$ cat config.mk
export PLATFORM = sky130hd
export DESIGN_NAME = dsd_norm
export DESIGN_NICKNAME = d
export VERILOG_FILES = /design/src/rtl/dsd_pkg.sv /design/src/rtl/dsd_norm.sv
export SDC_FILE = /design/constraint.sdc
export NUM_CORES = 1
export LEC_CHECK = 0
export ABC_AREA = 1
export BUFFER_PORTS_ARGS = -buffer_cell sky130_fd_sc_hd__buf_2
export CAP_MARGIN = 20
export CORE_ASPECT_RATIO = 0.6
export CORE_MARGIN = 2
export CORE_UTILIZATION = 44
export DETAILED_ROUTE_END_ITERATION = 7
export GPL_TIMING_DRIVEN = 0
export PLACE_DENSITY_LB_ADDON = 0.1
export SLEW_MARGIN = 20
export SYNTH_ARGS = -nofsm -noshare
export SYNTH_HDL_FRONTEND = slang
export SYNTH_SLANG_ARGS = --single-unit
$ cat constraint.sdc
create_clock -name vclk -period 2.2
set_input_delay 0.11 -clock vclk [all_inputs]
set_output_delay 0.11 -clock vclk [all_outputs]
set_load 0.005 [all_outputs]
$ cat src/rtl/dsd_pkg.sv
// ----------------------------------------------------------------------------
// dsd_pkg: shared types and constants of the duplicate segment detector
// Sizes of the segment store, normal-form segment type, chain link type,
// control bundle for the cells, and the action and status codes.
// ----------------------------------------------------------------------------
package dsd_pkg;

  // store depth and coordinate width
  localparam int MAX_SEGMENTS = 256;
  localparam int COORD_BITS   = 32;

  // derived widths
  localparam int IDX_W = $clog2(MAX_SEGMENTS);
  localparam int CNT_W = $clog2(MAX_SEGMENTS + 1);
  localparam int SEQ_W = 16;

  localparam logic [SEQ_W-1:0] SEQ_MAX = {SEQ_W{1'b1}};
  localparam logic [CNT_W-1:0] CNT_FULL = CNT_W'(MAX_SEGMENTS);

  // action codes
  localparam logic ACT_SEGMENT = 1'b0;
  localparam logic ACT_CLEAR   = 1'b1;

  // status codes
  localparam logic [1:0] STATUS_OK      = 2'd0;
  localparam logic [1:0] STATUS_FULL    = 2'd1;
  localparam logic [1:0] STATUS_CLEARED = 2'd2;

  // segment in normal form: lower endpoint first
  typedef struct packed {
    logic signed [COORD_BITS-1:0] lo_x;
    logic signed [COORD_BITS-1:0] lo_y;
    logic signed [COORD_BITS-1:0] hi_x;
    logic signed [COORD_BITS-1:0] hi_y;
  } seg_t;

  // running match result passed from cell to cell
  typedef struct packed {
    logic             hit;
    logic [SEQ_W-1:0] num;
  } link_t;

  // store control broadcast to every cell
  typedef struct packed {
    logic             wr_en;
    logic [SEQ_W-1:0] wr_num;
    logic [CNT_W-1:0] stored_count;
  } cell_ctl_t;

endpackage

$ cat src/rtl/dsd_norm.sv
// ----------------------------------------------------------------------------
// dsd_norm: segment normalizer
// Orders the two endpoints so that the lower one (smaller x, then smaller y)
// comes first, using the low COORD_BITS bits as two's complement values.
// ----------------------------------------------------------------------------
module dsd_norm (
  input  logic signed [31:0] start_x_i,
  input  logic signed [31:0] start_y_i,
  input  logic signed [31:0] end_x_i,
  input  logic signed [31:0] end_y_i,
  output dsd_pkg::seg_t      seg_o
);
  import dsd_pkg::*;

  logic signed [COORD_BITS-1:0] sx, sy, ex, ey;
  logic                         start_low;

  // trim to the coordinate width
  assign sx = start_x_i[COORD_BITS-1:0];
  assign sy = start_y_i[COORD_BITS-1:0];
  assign ex = end_x_i[COORD_BITS-1:0];
  assign ey = end_y_i[COORD_BITS-1:0];

  // lexicographic signed compare
  assign start_low = (sx < ex) || ((sx == ex) && (sy < ey));

  // swap endpoints when the end point is lower
  always_comb begin
    if (start_low) begin
      seg_o.lo_x = sx;
      seg_o.lo_y = sy;
      seg_o.hi_x = ex;
      seg_o.hi_y = ey;
    end else begin
      seg_o.lo_x = ex;
      seg_o.lo_y = ey;
      seg_o.hi_x = sx;
      seg_o.hi_y = sy;
    end
  end

endmodule

==> results.cfg, run 1 <==
[critical_path]
endpoint_kind = primary output
critPathLaunch = end_x_i[13]
cp.required_ns = 2.09
critPathLaunchType = input port
critPathKind = in2out
worstPathArrival_ns = 2.18
critPathMaxFanout = 5

[timing]
tightest_slew_ns = 0.255
slew_viol_final = 0
period_share_pct = 104
hold_viol_final = 0
rsz0062_at_grt = true
tns_ns = -4.07
setup_viol = 101
maxSlewHeadroom_pct = 82.9
fmax_mhz = 437
setup_slack_ns = -0.0865
period_needed_ns = 2.29

[global_routing]
track_usage_pct = 27.8
grt_pass1_wl_um = 21100
grt_pass1_vias = 4519
overflow = 0
grt_max_degree = 11
antenna_found_initial = 0

[power]
p_leak_nw = 3.89
p_per_area_nw_per_um2 = 386
peakVddDrop_mv = 0.182

[layout]
num-clock-buffers = 0
fin_nets = 1171
diodes = 0
seq_area_um2 = 0
fin_area_um2 = 6530
area_delta_synth_final_pct = 80.6
drive_above_1_share_pct = 51.7
nFlopsAndLatches = 0

[synthesis]
synth_compound_area_share_pct = 5.78
yosys.area_share.adder_pct = 21.8
synth_top_area_share_pct = 32.3
synth.most_common_cell = nand2_1
synthTopCellsByCount = nand2_1 (311), nand3_1 (135), inv_1 (76)
synthSimpleGateAreaFrac_pct = 55.4
netlist_top_cells_area = nand2_1 (32%), ha_1 (22%), nand3_1 (19%), inv_1 (7.9%), a21oi_1 (4.2%)
seq_area_frac_synth_pct = 0
synth_fp_nets = 891
synth_top_family_by_area = simple AND/OR/NAND/NOR gates
synth_cell_types = 21
yosysWarnings = 0
synth_top_cell_by_area = nand2_1
muxShareOfSynthArea_pct = 0
yosys.area_share.xor_xnor_pct = 0
syn_area_per_cell_um2 = 5.16
postSynthCellCount = 700
synthesis.area_um2 = 3610

[detailed_routing]
routedWlPerCell_um = 15.3
initialDrtViolationCount = 426
firstDrtPassIters = 5
vias = 5942
drt-total-wl_um = 16700
viasPerCell = 5.47
drc = 0
drt.antenna.violating_nets = 0

[floorplanning]
io_pins = 256
dieHeight_um = 74.2
start_util_pct = 45.7
die_x_um = 121
fp-row-count = 25
dieArea_um2 = 8980
core_area_um2 = 7910

[status]
run_status = finished with violations
violations = setup timing

[place]
gp_congestion = 0.892
place_area_um2 = 5030
hpwl_um = 11000
io_buffers = 256

[clock_tree]
cts_hold_buf = 0

[hold_path]
min-delay-path-class = in2out
hold_depth = 4
whs_endpoint = seg_o[59]
hold_start = end_x_i[27]

[job]
maxCapViolCount = 0
[cell families (layout without fill, tap and decap cells)]
group / Yosys count / after routing
AND/OR/NAND/NOR: 478 / 478
buffers and inverters: 118 / 396
adder cells (fa/ha/maj): 63 / 63
AO/OA/AOI/OAI: 41 / 41
[metrics by stage]
stage	power (mW)	instances	utilization (%)	hold WS (ns)	setup WS [ns]
floorplan	0.996	700	-	0.311	0.396
global placement	1.73	1064	63.6	0.506	-0.141
detailed placement	1.75	1064	63.6	0.507	-0.132
CTS	1.86	1069	66.4	0.508	-0.00353
global route	2.72	1086	82.5	0.502	-0.206
finish	2.52	1086	82.5	0.492	-0.0865
[worst max-delay path, stage by stage]
cell	delay, ns
buf_2	0.11
inv_1	0.07
ha_4	0.27
nand2_1	0.08
nor2_2	0.14
nand4_1	0.17
nor2_2	0.11
nand2_1	0.06
o21ai_2	0.07
nor2_1	0.06
nand2_1	0.07
nand2_2	0.09
nand2_4	0.11
buf_6	0.12
clkbuf_16	0.15
clkbuf_16	0.15
nand2_2	0.05
nand2_1	0.07
buf_2	0.11
[how the worst max path moves through the flow]
stage	slack (ns)	end	cells after the start
5_1_grt	-0.21	seg_o[35]	19
3_3_place_gp	-0.14	seg_o[125]	16
3_5_place_dp	-0.13	seg_o[125]	16
2_1_floorplan	0.40	seg_o[107]	17
4_1_cts	-0.004	seg_o[13]	19
6_report	-0.09	seg_o[53]	19
[where the power goes]
group	leakage (nW)	internal [mW]	switching (mW)	total [mW]
clock network	0	0	0	0
registers	0	0	0	0
logic	3.89	1.24	1.28	2.52
total	3.89	1.24	1.28	2.52
[cell usage in the layout (no fill, tap or decap), types with 4 or more instances in the layout]
cell type	synthesis	layout
ha_1	63	39
clkbuf_16	0	13
buf_8	5	16
a21oi_2	0	15
nand2_1	311	194
buf_6	6	24
a21oi_1	30	15
buf_4	6	32
nor2_2	2	5
inv_4	0	4
nand2_2	1	102
nand3_1	135	132
nand2_4	0	16
nor2_1	20	15
ha_4	0	24
o21ai_1	1	4
inv_1	76	63
buf_2	24	230
inv_2	0	9
o21ai_0	9	6
[per-layer routing]
layer  track usage [%]  up-vias  wire, um  share of wire (%)
met2              46.8      376      7830                 47
met5                 0        -         0                  0
met4              2.20        0       478                2.9
met3              1.46       52      1610                9.7
li1                  -     2810         -                  -
met1              40.9     2704      6740                 40
[layout make-up]
cell class | count | area [um2]
Multi-Input combinational cell | 582 | 3780
Fill cell | 582 | 1390
Buffer | 42 | 440
Timing Repair Buffer | 278 | 1870
Tap cell | 108 | 135
Inverter | 76 | 295
[what timing repair did]
item | CTS | global route
endpoints found under the setup margin | 120 | 127
setup buffers | 4 | 4
gates cloned | 1 | 13
pin swaps | 3 | 59
gates resized for setup | 42 | 248
Power figures use the tool's default switching activity.
==> run 2, diff against run 1 <==
SETUP_SLACK_MARGIN = 0.1   (was default)
==> run 2 against run 1 <==
Against the previous run: wire length down 0.65%; critical endpoint is now seg_o[68]; setup slack better by 0.025 ns; critical path depth unchanged; final cell count up 0.46%; maximum frequency up 1.1%; critical path type unchanged; total power up 0.28%; sequential share of layout area unchanged; worst hold slack worse by 0.0077 ns; the flow still finishes with violations (setup timing).
==> results.cfg, run 2 (synthesized netlist as in run 1, its figures left out) <==
[critical_path]
critPathLaunchType = input port
cpPeakStageDelay_ns = 0.21
endpoint_kind = primary output
critPathCapture = seg_o[68]
critPathLaunch = end_x_i[21]
cp.required_ns = 2.09
critPathKind = in2out
worstPathArrival_ns = 2.15
critPathSlowestCell = ha_4
path_common_cell = nand2_1
critPathMaxFanout = 5
path_cells = buf_2 -> inv_1 -> ha_4 -> a21oi_2 -> nor2_1 -> nor2_1 -> nand3_1 -> nand2_1 -> nand2_1 -> nor2_1 -> nand2_1 -> nand2_2 -> nand2_4 -> buf_6 -> clkbuf_16 -> clkbuf_16 -> nand2_1 -> nand2_1 -> buf_2

[timing]
hold_viol_final = 0
worst_hold_slack_ns = 0.484
tightest_slew_ns = 0.191
setup_viol = 54
setup_slack_ns = -0.0615
tns_ns = -1.06
maxSlewHeadroom_pct = 87.2
rsz0062_at_grt = true
period_needed_ns = 2.26
slew_viol_final = 0
fmax_mhz = 442
period_share_pct = 103

[layout]
fin_util_pct = 82.5
nFlopsAndLatches = 0
final_cell_mix = nand2_1 (228), buf_2 (225), nand3_1 (129), nand2_2 (71), inv_1 (63)
seq_area_um2 = 0
drive_above_1_share_pct = 48.4
fillers = 574
fin_nets = 1176
diodes = 0
final_cells = 1091
final_common_cell = nand2_1
num-clock-buffers = 0
area_delta_synth_final_pct = 80.6
multiInputGateArea_um2 = 3680

[status]
violations = setup timing
run_status = finished with violations

[detailed_routing]
viasPerCell = 5.37
met1_length_um = 6870
routedWlPerCell_um = 15.2
firstDrtPassIters = 6
highest_layer = met4
drt.antenna.violating_nets = 0
wl_met3_um = 1470
initialDrtViolationCount = 507
drt-total-wl_um = 16600
drc = 0
vias = 5861
wl_met2_um = 7860

[hold_path]
min-delay-path-class = in2out

[job]
maxCapViolCount = 0

[global_routing]
grt_max_degree = 11
grt_pass1_vias = 4820
overflow = 0
antenna_found_initial = 0
grt_pass1_wl_um = 22700
track_usage_pct = 30.2

[place]
hpwl_um = 11000
dp.cells = 1064
gp_congestion = 0.892
io_buffers = 256

[power]
peakVddDrop_mv = 0.215
p_per_area_nw_per_um2 = 387
p_leak_nw = 3.93

[floorplanning]
die_x_um = 121
io_pins = 256
dieArea_um2 = 8980
core_area_um2 = 7910
dieHeight_um = 74.2
start_util_pct = 45.7
fp-row-count = 25

[clock_tree]
cts_hold_buf = 0
==> run 2: cell type report <==
type                       instances  area share [%]
tap                              108            2.07
multi-input combinational        582            56.4
inverter                          76            4.45
timing repair buffer             283            29.5
buffer                            42            7.51
==> run 2: what timing repair did <==
action | CTS | global route
gates resized for setup | 122 | 150
cloned | 6 | 9
setup buffers | 9 | 3
pin swaps | 5 | 34
endpoints found under the hold margin | 0 | 0
setup endpoints to repair | 120 | 128
==> run 2: worst min-delay path by stage <==
stage	from	slack, ns	end	depth (start not counted)
2_1_floorplan	end_y_i[0]	0.31	seg_o[0]	2
3_3_place_gp	end_y_i[9]	0.51	seg_o[9]	4
3_5_place_dp	start_y_i[10]	0.51	seg_o[74]	4
4_1_cts	end_x_i[13]	0.48	seg_o[45]	4
5_1_grt	end_x_i[26]	0.50	seg_o[58]	4
6_report	end_x_i[26]	0.48	seg_o[58]	4
==> run 2: layer usage <==
| metal | GRT usage [%] | vias to the layer above |
|---|---|---|
| li1 | - | 2822 |
| met4 | 4.91 | 0 |
| met1 | 42.7 | 2661 |
| met3 | 2.30 | 37 |
| met2 | 51.5 | 341 |
| met5 | 0 | - |
==> run 2: critical path, delay by kind of cell <==
family	cells	cell delay (ns)
buffers and inverters	6	0.78
AND/OR/NAND/NOR	11	0.89
AO/OA/AOI/OAI	1	0.14
adder cells (fa/ha/maj)	1	0.21
==> run 2: where the power goes <==
part,total (mW),switching (mW),internal (mW)
clock network,0,0,0
logic,2.52,1.26,1.26
registers,0,0,0
total,2.52,1.26,1.26
==> run 2: stage by stage <==
| step | total power, mW | setup slack, ns | area, um2 |
|---|---|---|---|
| after detailed placement | 1.75 | -0.132 | 5030 |
| final | 2.52 | -0.0615 | 6530 |
| after CTS | 2.05 | 0.0452 | 5730 |
| after floorplan | 0.996 | 0.396 | 3610 |
| after global routing | 2.73 | -0.231 | 6530 |
| after global placement | 1.73 | -0.141 | 5030 |
