==> src/rtl/dsd_pkg.sv <==
// ----------------------------------------------------------------------------
// dsd_pkg: shared types and constants of the duplicate segment detector
// Sizes of the segment store, normal-form segment type, chain link type,
// control bundle for the cells, and the action and status codes.
// ----------------------------------------------------------------------------
package dsd_pkg;

  // store depth and coordinate width
  localparam int MAX_SEGMENTS = 256;
  localparam int COORD_BITS   = 32;

  // derived widths
  localparam int IDX_W = $clog2(MAX_SEGMENTS);
  localparam int CNT_W = $clog2(MAX_SEGMENTS + 1);
  localparam int SEQ_W = 16;

  localparam logic [SEQ_W-1:0] SEQ_MAX = {SEQ_W{1'b1}};
  localparam logic [CNT_W-1:0] CNT_FULL = CNT_W'(MAX_SEGMENTS);

  // action codes
  localparam logic ACT_SEGMENT = 1'b0;
  localparam logic ACT_CLEAR   = 1'b1;

  // status codes
  localparam logic [1:0] STATUS_OK      = 2'd0;
  localparam logic [1:0] STATUS_FULL    = 2'd1;
  localparam logic [1:0] STATUS_CLEARED = 2'd2;

  // segment in normal form: lower endpoint first
  typedef struct packed {
    logic signed [COORD_BITS-1:0] lo_x;
    logic signed [COORD_BITS-1:0] lo_y;
    logic signed [COORD_BITS-1:0] hi_x;
    logic signed [COORD_BITS-1:0] hi_y;
  } seg_t;

  // running match result passed from cell to cell
  typedef struct packed {
    logic             hit;
    logic [SEQ_W-1:0] num;
  } link_t;

  // store control broadcast to every cell
  typedef struct packed {
    logic             wr_en;
    logic [SEQ_W-1:0] wr_num;
    logic [CNT_W-1:0] stored_count;
  } cell_ctl_t;

endpackage

==> src/rtl/dsd_cell.sv <==
// ----------------------------------------------------------------------------
// dsd_cell: one store entry of the compare chain
// Holds one unique segment and its number, compares it with the broadcast
// query and forwards the registered running match result to the next cell.
// ----------------------------------------------------------------------------
module dsd_cell (
  input  logic                           clk_i,
  input  logic                           rst_ni,
  input  logic [dsd_pkg::IDX_W-1:0]      cell_idx_i,
  input  dsd_pkg::cell_ctl_t             ctl_i,
  input  dsd_pkg::seg_t                  query_i,
  input  dsd_pkg::link_t                 link_i,
  output dsd_pkg::link_t                 link_o
);
  import dsd_pkg::*;

  seg_t             entry_q;
  logic [SEQ_W-1:0] num_q;
  logic             in_use;
  logic             match;
  logic             wr_here;
  link_t            link_d, link_q;

  // entry is live when its index is below the fill level
  assign in_use  = CNT_W'(cell_idx_i) < ctl_i.stored_count;
  assign match   = in_use && (entry_q == query_i);
  assign wr_here = ctl_i.wr_en && (CNT_W'(cell_idx_i) == ctl_i.stored_count);

  // entry write at the fill position
  always_ff @(posedge clk_i) begin
    if (wr_here) begin
      entry_q <= query_i;
      num_q   <= ctl_i.wr_num;
    end
  end

  // merge own compare into the running result
  always_comb begin
    link_d = link_i;
    if (!link_i.hit && match) begin
      link_d.hit = 1'b1;
      link_d.num = num_q;
    end
  end

  // link register toward the next cell
  always_ff @(posedge clk_i or negedge rst_ni) begin
    if (!rst_ni) begin
      link_q <= '0;
    end else begin
      link_q <= link_d;
    end
  end

  assign link_o = link_q;

endmodule

==> config.mk <==
export PLATFORM = sky130hd
export DESIGN_NAME = dsd_cell
export DESIGN_NICKNAME = d
export VERILOG_FILES = /design/src/rtl/dsd_pkg.sv /design/src/rtl/dsd_cell.sv
export SDC_FILE = /design/constraint.sdc
export NUM_CORES = 1
export LEC_CHECK = 0
export BUFFER_PORTS_ARGS = -buffer_cell sky130_fd_sc_hd__buf_2
export CORE_MARGIN = 5
export CORE_UTILIZATION = 55
export DETAILED_ROUTE_END_ITERATION = 10
export PLACE_DENSITY_LB_ADDON = 0.1
export SYNTH_ARGS = -nofsm -noshare
export SYNTH_HDL_FRONTEND = slang
export SYNTH_SLANG_ARGS = --single-unit
==> constraint.sdc <==
create_clock -name clk_i -period 6.64 [get_ports clk_i]
set_input_delay 1.328 -clock clk_i [delete_from_list [all_inputs] [get_ports clk_i]]
set_output_delay 1.328 -clock clk_i [all_outputs]
set_load 0.005 [all_outputs]
==> impl_metrics.csv, run 1 <==
group,metric,value,unit
run_status,status,"complete, no violations",
placed_design,place.gp.congestion,0.760,
layout,diodes,0,
sta,timing.slew.headroom,46.2,%
power_and_ir_drop,irDropWorstVdd,0.154,mV
die,core,0.0120,mm^2
clocking,ctsHoldBuffers,0,
worst_setup_path,crit_family,"simple AND/OR/NAND/NOR gates",
worst_setup_path,critPathBufInv,1,
sta,fin_ws,3.08,ns
worst_setup_path,worstPathCellList,"buf_2, xnor2_1, nand4_1, nor4_1, o211ai_1, nor4_2, nand3b_2, mux2_4",
logic_synthesis,syn_area_per_cell,16.8,um^2
power_and_ir_drop,powerDensity,258,mW/mm^2
global_routing,antenna_found_initial,3,
layout,n_fill_cell,846,
sta,setup-violations-final,0,
die,die_x,120,um
drt,wl,13200,um
drt,drtAntennaViolNets,0,
drt,drc,0,
sta,fin_tns_setup,0,ns
drt,drt_iter0_drc,243,
logic_synthesis,netlist_area,0.00666,mm^2
worst_setup_path,max_stage_delay,0.52,ns
sta,slew_violations,0,
drt,wl_per_cell,17.0,um
logic_synthesis,synth.largest_area_cell,"edfxtp_1",
logic_synthesis,synth_flop_cell,"edfxtp_1",
die,num_io_pins,198,
clocking,post_cts_buffers,0,
sta,hold_viol_final,0,
clocking,htree_levels,4,
placed_design,io_buffers,197,
clocking,cts_buffers,17,
worst_hold_path,hp-class,"reg -> reg",
layout,layout-drive-gt1-share,39.2,%
logic_synthesis,syn_nets,586,
logic_synthesis,synth_cell_types,31,
worst_setup_path,r2r_setup_slack,3.71,ns
sta,fin_crit,3.56,ns
layout,final_nets,804,
global_routing,grt_pass1_wl,20800,um
power_and_ir_drop,p_leak,0.00329,uW
worst_setup_path,required,6.94,ns
worst_setup_path,critPathSlowestCell,"nor4_1",
placed_design,hpwl,10200,um
global_routing,grt_pass1_vias,4262,
logic_synthesis,synth-edff-count,144,
sta,finalClockSkew,0.0137,ns
die,rows,40,
drt,via_count,3955,
clocking,cts-resized-gates,0,
worst_setup_path,worstSetupPathType,"in -> reg",
logic_synthesis,synth_seq_cells,161,
clocking,clockRootBuffer,"clkbuf_16",
logic_synthesis,yosysWarningCount,0,
sta,worst_slew_pin_slew,0.807,ns
worst_setup_path,cp-start-kind,"input pin",
placed_design,place_ws,2.63,ns
sta,finalCritPeriodShare,53.7,%
logic_synthesis,synth_area_leaders,"edfxtp_1, xnor2_1, dfrtp_1",
run,maxCapViolCount,0,
sta,rsz0062_at_grt,"false",
die,start_util,55.6,%
logic_synthesis,syn_inst,397,
die,die_y,120,um
sta,max_freq,281,MHz
worst_setup_path,cp_max_fo,16,
clocking,clkTransAtPathRegs,0.06,ns
logic_synthesis,synth_async_sr_flop_share,10.6,%
global_routing,track_usage,19.1,%
worst_setup_path,end_kind,"flip-flop",
layout,syn2layout_area_growth,26.6,%
drt,viasPerCell,5.10,
global_routing,grt_overflow_total,0,
clocking,cts_tree,"yes",
clocking,clock_latency,0.42,ns
logic_synthesis,ys_seq_area_share,71.4,%
clocking,clkSinkCount,161,
die,dieArea,0.0144,mm^2
clocking,clock_path_buffers,2,
logic_synthesis,synth_top_area_share,65.0,%
worst_setup_path,arrival,3.86,ns
global_routing,grt_max_degree,66,
drt,drtPass1Iterations,4,
==> placed cells by master, fill, tap and decap left out, types with 2 or more instances in the layout <==
| cell type | instances |
|---|---|
| edfxtp_1 | 144 |
| nand4_1 | 22 |
| mux2_2 | 6 |
| ha_1 | 8 |
| nand2_1 | 4 |
| nor3_1 | 2 |
| nor4_1 | 14 |
| o2bb2ai_1 | 3 |
| a21o_1 | 3 |
| clkinv_2 | 3 |
| clkbuf_16 | 20 |
| buf_4 | 3 |
| clkbuf_8 | 3 |
| a21oi_1 | 2 |
| inv_1 | 22 |
| xnor2_1 | 78 |
| xor2_1 | 35 |
| nand2b_1 | 4 |
| buf_2 | 197 |
| dfrtp_1 | 17 |
| a221oi_1 | 3 |
| nand3_1 | 2 |
| nor4_2 | 2 |
| o22ai_1 | 4 |
| clkbuf_1 | 6 |
| mux2_4 | 10 |
==> registers in the layout, summed over array words and instances, names as in the netlist <==
register and flops:
entry_q 128, link_o 17, num_q 16
==> cell usage after synthesis, types with 2 or more instances <==
cell,instances
a21o_1,3
xnor2_1,78
nand2_1,4
xor2_1,35
o22ai_1,4
nand3_1,2
a21oi_1,2
mux2_4,10
a221oi_1,3
nor3_1,3
nand2b_1,4
edfxtp_1,144
dfrtp_1,17
nor4_1,14
ha_1,8
nand4_1,22
o2bb2ai_1,3
inv_1,22
mux2_2,6
nor4_2,2
==> metal layers <==
metal / vias to the layer above / track usage (%) / wire (um)
li1: 1921 / - / -
met1: 1870 / 22.4 / 5260
met2: 141 / 32.0 / 6650
met3: 17 / 7.21 / 1100
met4: 6 / 7.44 / 165
met5: - / 0 / 34
==> stage by stage <==
stage / hold slack, ns / power (uW) / cell area, um^2 / instances / util, %
finish: 0.476 / 2180 / 8430 / 775 / 70.5
global route: 0.500 / 2260 / 8430 / 775 / 70.5
CTS: 0.479 / 2200 / 8430 / 775 / 70.5
detailed placement: 0.466 / 1270 / 7850 / 743 / 65.6
global placement: 0.460 / 1260 / 7850 / 743 / 65.6
floorplan: 0.455 / 1190 / 6670 / 397 / -
==> cell families (layout without fill, tap and decap cells) <==
kind of cell / count (synthesis) / after routing / share of synthesized area [%]
compound gates: 20 / 20 / 2.29
xor+xnor: 113 / 113 / 14.9
fa+ha+maj: 8 / 8 / 1.50
buf+inv: 23 / 254 / 1.41
flops: 161 / 161 / 71.4
mux: 16 / 16 / 3.27
simple gates: 56 / 56 / 5.30
==> area by class of cell <==
class	count	area, um^2	area share, %
Clock buffer	29	564	6.70
Clock inverter	3	15.0	0.178
Inverter	22	82.6	0.980
Multi-Input combinational cell	213	1820	21.6
Sequential cell	161	4750	56.4
Tap cell	147	184	2.18
Timing Repair Buffer	200	1010	12.0
==> report_power, final <==
group	switching [uW]	internal [uW]	total, uW	leakage (uW)
clock	355	574	929	0.000287
sequential	2.06	1110	1110	0.00149
combinational	59.9	76.1	136	0.00151
total	417	1760	2180	0.00329
==> worst register-to-register path: stages (launching register included) <==
cell	delay [ns]
edfxtp_1	0.39
xnor2_1	0.16
nand4_1	0.14
nor4_1	0.52
o211ai_1	0.20
nor4_2	0.42
nand3b_2	0.52
mux2_4	0.47
==> final timing paths <==
check                                        from                    to  cells past startpoint
min reg2reg                   num_q[12]$_DFFE_PP_  link_o[12]$_DFF_PN0_                      1
max reg2reg                entry_q[108]$_DFFE_PP_   link_o[7]$_DFF_PN0_                      7
min                           num_q[12]$_DFFE_PP_  link_o[12]$_DFF_PN0_                      1
min in group asynchronous                  rst_ni  link_o[13]$_DFF_PN0_                      1
max in group asynchronous                  rst_ni   link_o[5]$_DFF_PN0_                      1
max                                  query_i[108]   link_o[7]$_DFF_PN0_                      8
No activity file was read; power rests on OpenSTA's default activity.
==> run 2: changes to the inputs <==
CORE_UTILIZATION = 47   (was 55)
clock period = 2.93 ns   (was 6.64 ns; I/O delays follow)
==> run 2 against run 1 <==
Clock-buffer cell count down 8. Clock skew is 0.0083 ns lower. Register-to-register slack worse by 3.2 ns. Worst hold slack worse by 0.39 ns. Critical path depth unchanged. Via count shrank 1.6%. Critical path type is now reg -> reg. Largest power group unchanged.
==> impl_metrics.csv, run 2 (synthesis gave the netlist of run 1 again) <==
group,metric,value,unit
worst_setup_path,required,3.23,ns
drt,drtAntennaViolNets,0,
placed_design,io_buffers,197,
die,start_util,48.0,%
sta,hold_viol_final,0,
global_routing,grtUsageMet1,19.1,%
global_routing,met2_usage,26.1,%
clocking,clock_latency,0.41,ns
die,die_x,129,um
layout,layout-drive-gt1-share,42.0,%
sta,setup-violations-final,0,
clocking,cts_tree,"yes",
run,maxCapViolCount,0,
power_and_ir_drop,irDropWorstVdd,0.360,mV
worst_hold_path,hp-class,"in -> async",
power_and_ir_drop,p_leak,0.00328,uW
drt,drc,0,
sta,fin_tns_setup,0,ns
layout,layout_common_cells,"buf_2, edfxtp_1, xnor2_1",
drt,via_count,3890,
global_routing,grt_overflow_total,0,
sta,timing.slew.headroom,64.9,%
worst_setup_path,end_kind,"flip-flop",
run_status,status,"complete, no violations",
clocking,htree_levels,4,
clocking,cts-resized-gates,0,
sta,fin_crit,2.47,ns
sta,slew_violations,0,
worst_setup_path,ff2ff_path_depth,8,
sta,finalClockSkew,0.00537,ns
worst_setup_path,arrival,2.77,ns
global_routing,grt_pass1_vias,4091,
placed_design,hpwl,10100,um
layout,n_fill_cell,1079,
worst_setup_path,cp-start-kind,"flip-flop",
die,dieArea,0.0166,mm^2
die,die_y,129,um
layout,largest-register,"entry_q",
drt,wl,13000,um
layout,largest_reg_flops,128,
global_routing,use_met3,6.85,%
clocking,post_cts_buffers,0,
clocking,clock_path_buffers,2,
drt,wl_per_cell,16.1,um
die,num_io_pins,198,
clocking,cts_buffers,17,
sta,max_freq,405,MHz
global_routing,grt-busiest-layer,"met2",
power_and_ir_drop,powerDensity,576,mW/mm^2
clocking,clkTransAtPathRegs,0.06,ns
layout,final_nets,804,
die,rows,43,
clocking,clockRootBuffer,"clkbuf_16",
global_routing,track_usage,16.1,%
worst_setup_path,r2r_setup_slack,0.46,ns
sta,fin_ws,0.462,ns
worst_setup_path,worstSetupPathType,"reg -> reg",
sta,finalCritPeriodShare,84.2,%
sta,rsz0062_at_grt,"false",
drt,drtPass1Iterations,4,
global_routing,grt_pass1_wl,20200,um
layout,stdcell_count,809,
global_routing,grt_max_degree,82,
placed_design,dp.cells,776,
global_routing,antenna_found_initial,4,
clocking,ctsHoldBuffers,0,
layout,syn2layout_area_growth,29.5,%
placed_design,place.gp.congestion,0.794,
drt,viasPerCell,4.81,
layout,multi_input_area,0.00191,mm^2
die,core,0.0139,mm^2
layout,seqCellArea,0.00475,mm^2
drt,drt_iter0_drc,164,
worst_setup_path,cp_max_fo,16,
placed_design,place_ws,0.0878,ns
sta,worst_slew_pin_slew,0.522,ns
layout,final_common_cell,"buf_2",
clocking,clkSinkCount,161,
-- run 2: cell count changes in the layout (fill, tap and decap cells not counted), moves of 2 or more --
cell | before | now
ha_1 | 8 | 1
ha_4 | 0 | 7
inv_1 | 22 | 15
clkbuf_1 | 6 | 1
buf_12 | 0 | 3
buf_4 | 3 | 0
clkbuf_16 | 20 | 17
clkinvlp_4 | 0 | 3
inv_4 | 0 | 3
inv_6 | 0 | 3
inv_2 | 0 | 2
-- run 2: where the power goes --
part           internal (uW)  switching (uW)  leakage [uW]
Clock                   1240             875      0.000275
Sequential              2520            4.67       0.00149
Combinational            180             142       0.00152
-- run 2: critical path, stage by stage (launching register included) --
cell      delay, ns
edfxtp_1       0.39
xnor2_1        0.15
nand4_1        0.12
nor4_1         0.42
o211ai_1       0.22
nor4_2         0.42
nand3b_2       0.15
buf_12         0.18
mux2_4         0.30
-- run 2: final timing paths --
kind                                         from              endpoint
max                        entry_q[108]$_DFFE_PP_  link_o[15]$_DFF_PN0_
min                                        rst_ni   link_o[7]$_DFF_PN0_
max reg2reg                entry_q[108]$_DFFE_PP_  link_o[15]$_DFF_PN0_
max in group asynchronous                  rst_ni  link_o[10]$_DFF_PN0_
min reg2reg                   num_q[14]$_DFFE_PP_  link_o[14]$_DFF_PN0_
min in group clk_i                      ctl_i[17]    num_q[8]$_DFFE_PP_
-- run 2: per-layer routing --
| layer | vias to the layer above | share of wire [%] |
|---|---|---|
| li1 | 1929 | - |
| met1 | 1809 | 40 |
| met2 | 126 | 49 |
| met3 | 20 | 9.0 |
| met4 | 6 | 1.5 |
| met5 | - | 0.31 |
-- run 2: stage by stage --
step                      power [uW]  area (um^2)  hold slack (ns)  util (%)
after floorplan                 2700         6780            0.290         -
after global placement          2880         8040            0.458      57.9
after detailed placement        2900         8040            0.464      57.9
after CTS                       5030         8610           0.0776      62.1
after global routing            5170         8620            0.103      62.1
final                           4960         8620           0.0842      62.1
-- run 2: area by class of cell --
| class | count | area share, % |
|---|---|---|
| Timing Repair Buffer | 200 | 12.1 |
| Clock buffer | 21 | 5.46 |
| Inverter | 22 | 1.25 |
| Tap cell | 180 | 2.61 |
| Sequential cell | 161 | 55.1 |
| Clock inverter | 11 | 1.21 |
| Antenna cell | 1 | 0.0290 |
| Multi-Input combinational cell | 213 | 22.2 |
==> run 3: changes to the inputs <==
ABC_AREA = 1   (was default)
clock period = 2.1 ns   (was 2.93 ns; I/O delays follow)
==> run 3 against run 2 <==
Highest routed layer unchanged. Worst setup slack worse by 0.22 ns. Worst hold slack better by 0.095 ns. Cell count up 30%. Global-route usage up 0.56 points. Synthesized cell count up 58%. Critical path depth up 3. Combinational power up 51%.
==> impl_metrics.csv, run 3 <==
group,metric,value,unit
die,die_y,133,um
sta,setup-violations-final,0,
logic_synthesis,syn_area_per_cell,11.4,um^2
power_and_ir_drop,irDropWorstVdd,0.488,mV
worst_setup_path,worstSetupPathType,"in -> reg",
logic_synthesis,synth-edff-count,144,
run_status,status,"complete, no violations",
logic_synthesis,netlist_area,0.00715,mm^2
logic_synthesis,yosysWarningCount,0,
logic_synthesis,yosysMostFrequentCell,"nand2_1",
layout,final_area,0.00917,mm^2
power_and_ir_drop,switching_share,21.3,%
logic_synthesis,synth_cell_types,25,
power_and_ir_drop,clkPwrFrac,42.9,%
clocking,clkSinkCount,161,
logic_synthesis,synth_area_leaders,"edfxtp_1, xnor2_1, nand2_1",
placed_design,hpwl,11500,um
layout,post-route-util,60.8,%
clocking,cts_buffers,17,
clocking,cts_tree,"yes",
worst_setup_path,r2r_start,"entry_q[86]$_DFFE_PP_",
drt,drtAntennaViolNets,0,
layout,diodes,0,
power_and_ir_drop,internal-power,5520,uW
drt,via_count,4775,
clocking,clock_latency,0.42,ns
global_routing,antenna_found_initial,1,
layout,seqCellArea,0.00475,mm^2
clocking,cts-resized-gates,0,
placed_design,io_buffers,197,
placed_design,placed_area,0.00858,mm^2
drt,drtPass1Iterations,4,
layout,layout_common_cells,"buf_2, nand2_1, edfxtp_1",
sta,rsz0062_at_grt,"false",
global_routing,grt_overflow_total,0,
layout,final_common_cell,"buf_2",
worst_setup_path,required,2.45,ns
logic_synthesis,synth_seq_cells,161,
die,dieArea,0.0178,mm^2
logic_synthesis,synth_flop_cell,"edfxtp_1",
power_and_ir_drop,pwr-share-seq,50.1,%
layout,largest-register,"entry_q",
power_and_ir_drop,p_leak,0.00395,uW
layout,final_nets,1043,
logic_synthesis,synth.largest_area_cell,"edfxtp_1",
worst_hold_path,hp-class,"in -> reg",
clocking,htree_levels,4,
sta,hold_viol_final,0,
global_routing,grt_pass1_vias,4912,
die,start_util,47.4,%
sta,finalClockSkew,0.00679,ns
sta,fin_crit,1.86,ns
die,rows,45,
drt,drt_iter0_drc,158,
layout,layout-drive-gt1-share,29.1,%
logic_synthesis,synth_async_sr_flop_share,10.6,%
logic_synthesis,synth_common_cells,"nand2_1, edfxtp_1, xnor2_1",
power_and_ir_drop,powerDensity,765,mW/mm^2
drt,wl_per_cell,13.7,um
die,num_io_pins,198,
sta,worst_slew_pin_slew,0.500,ns
clocking,clkTransAtPathRegs,0.06,ns
power_and_ir_drop,switching_power,1490,uW
logic_synthesis,ys_seq_area_share,66.4,%
worst_setup_path,cp_max_fo,13,
worst_setup_path,end_kind,"flip-flop",
logic_synthesis,syn_inst,626,
sta,timing.slew.headroom,66.5,%
sta,finalCritPeriodShare,88.4,%
drt,viasPerCell,4.53,
layout,syn2layout_area_growth,28.3,%
worst_setup_path,cp-start-kind,"input pin",
sta,slew_violations,0,
clocking,clock_path_buffers,2,
power_and_ir_drop,pwr-share-comb,7.0,%
global_routing,grt_max_degree,26,
placed_design,place.gp.congestion,0.804,
die,core,0.0151,mm^2
global_routing,track_usage,16.7,%
drt,wl,14400,um
logic_synthesis,syn_nets,815,
worst_setup_path,startpoint,"cell_idx_i[2]",
layout,multi_input_area,0.00213,mm^2
worst_setup_path,arrival,2.21,ns
global_routing,grt_pass1_wl,23300,um
worst_hold_path,hp-start,"ctl_i[21]",
run,maxCapViolCount,0,
logic_synthesis,synth_top_area_share,60.5,%
drt,drc,0,
layout,largest_reg_flops,128,
die,die_x,133,um
sta,max_freq,538,MHz
clocking,clockRootBuffer,"clkbuf_16",
layout,n_fill_cell,1226,
## run 3: cell count changes after synthesis, sizes merged, moves of 4 or more
cell / change
nor4: -16
inv: +48
nor2: +73
nand2b: -4
o22ai: -4
mux2: -16
nand2: +174
xor2: -31
nand3: +6
xnor2: +10
## run 3: worst max-delay path, stage by stage
cell and delay, ns:
buf_2 0.10, ha_1 0.30, a21oi_1 0.26, buf_4 0.16, o21ai_0 0.06, a21oi_1 0.19, nand3_1 0.15, nor2_4 0.15
buf_4 0.20, nand4_1 0.12, nand2_1 0.10
## run 3: what timing repair did
| item | CTS | global route |
|---|---|---|
| hold buffers | 1 | 0 |
| hold endpoints to repair | 17 | 0 |
| buffers inserted | 0 | 0 |
## run 3: power groups by stage
| stage | clock network [uW] | registers, uW | logic (uW) |
|---|---|---|---|
| after floorplan | 0 | 3590 | 192 |
| after global placement | 0 | 3580 | 476 |
| after detailed placement | 0 | 3580 | 495 |
| after CTS | 3090 | 3520 | 499 |
| after global routing | 3240 | 3520 | 554 |
| final | 3010 | 3520 | 489 |
## run 3: worst paths after layout
check / end / slack [ns] / depth (start not counted)
max: link_o[7]$_DFF_PN0_ / 0.24 / 11
min: num_q[12]$_DFFE_PP_ / 0.18 / 1
max reg2reg: link_o[7]$_DFF_PN0_ / 0.27 / 12
min reg2reg: link_o[15]$_DFF_PN0_ / 0.51 / 2
max in group asynchronous: link_o[10]$_DFF_PN0_ / 1.41 / 2
min in group asynchronous: link_o[3]$_DFF_PN0_ / 0.44 / 2
## run 3: layout make-up
cell class              instances  area share [%]
multi-input cells             390            23.3
clock buffers                  18            4.68
well taps                     188            2.56
inverters                      71            2.99
flip-flops and latches        161            51.8
repair buffers                213            13.0
clock inverters                14            1.69
## run 3: per-layer routing
layer  up-vias  routed length, um  GRT usage [%]
li1       2494                  -              -
met1      2124               6290           21.1
met2       146               6820           27.2
met3         9               1180           6.46
met4         2                105           4.11
met5         -                  7              0
## run 3: cells by family (layout without fill, tap and decap cells)
group	after synthesis	count (layout)	synth area share, %
simple gates	283	283	16.3
flops	161	161	66.4
xor+xnor	92	92	11.3
buf+inv	75	316	4.11
fa+ha+maj	8	8	1.40
compound gates	7	7	0.490
## run 3: stage by stage
step / hold slack, ns / cells / worst slack, ns / TNS, ns / total power, uW
6_report: 0.179 / 1055 / 0.243 / 0 / 7020
5_1_grt: 0.144 / 1055 / 0.0432 / 0 / 7310
4_1_cts: 0.157 / 1055 / 0.202 / 0 / 7110
3_5_place_dp: 0.347 / 1022 / -0.240 / -8.34 / 4080
3_3_place_gp: 0.342 / 1022 / -0.173 / -4.18 / 4060
2_1_floorplan: 0.124 / 626 / -2.79 / -401.82 / 3780
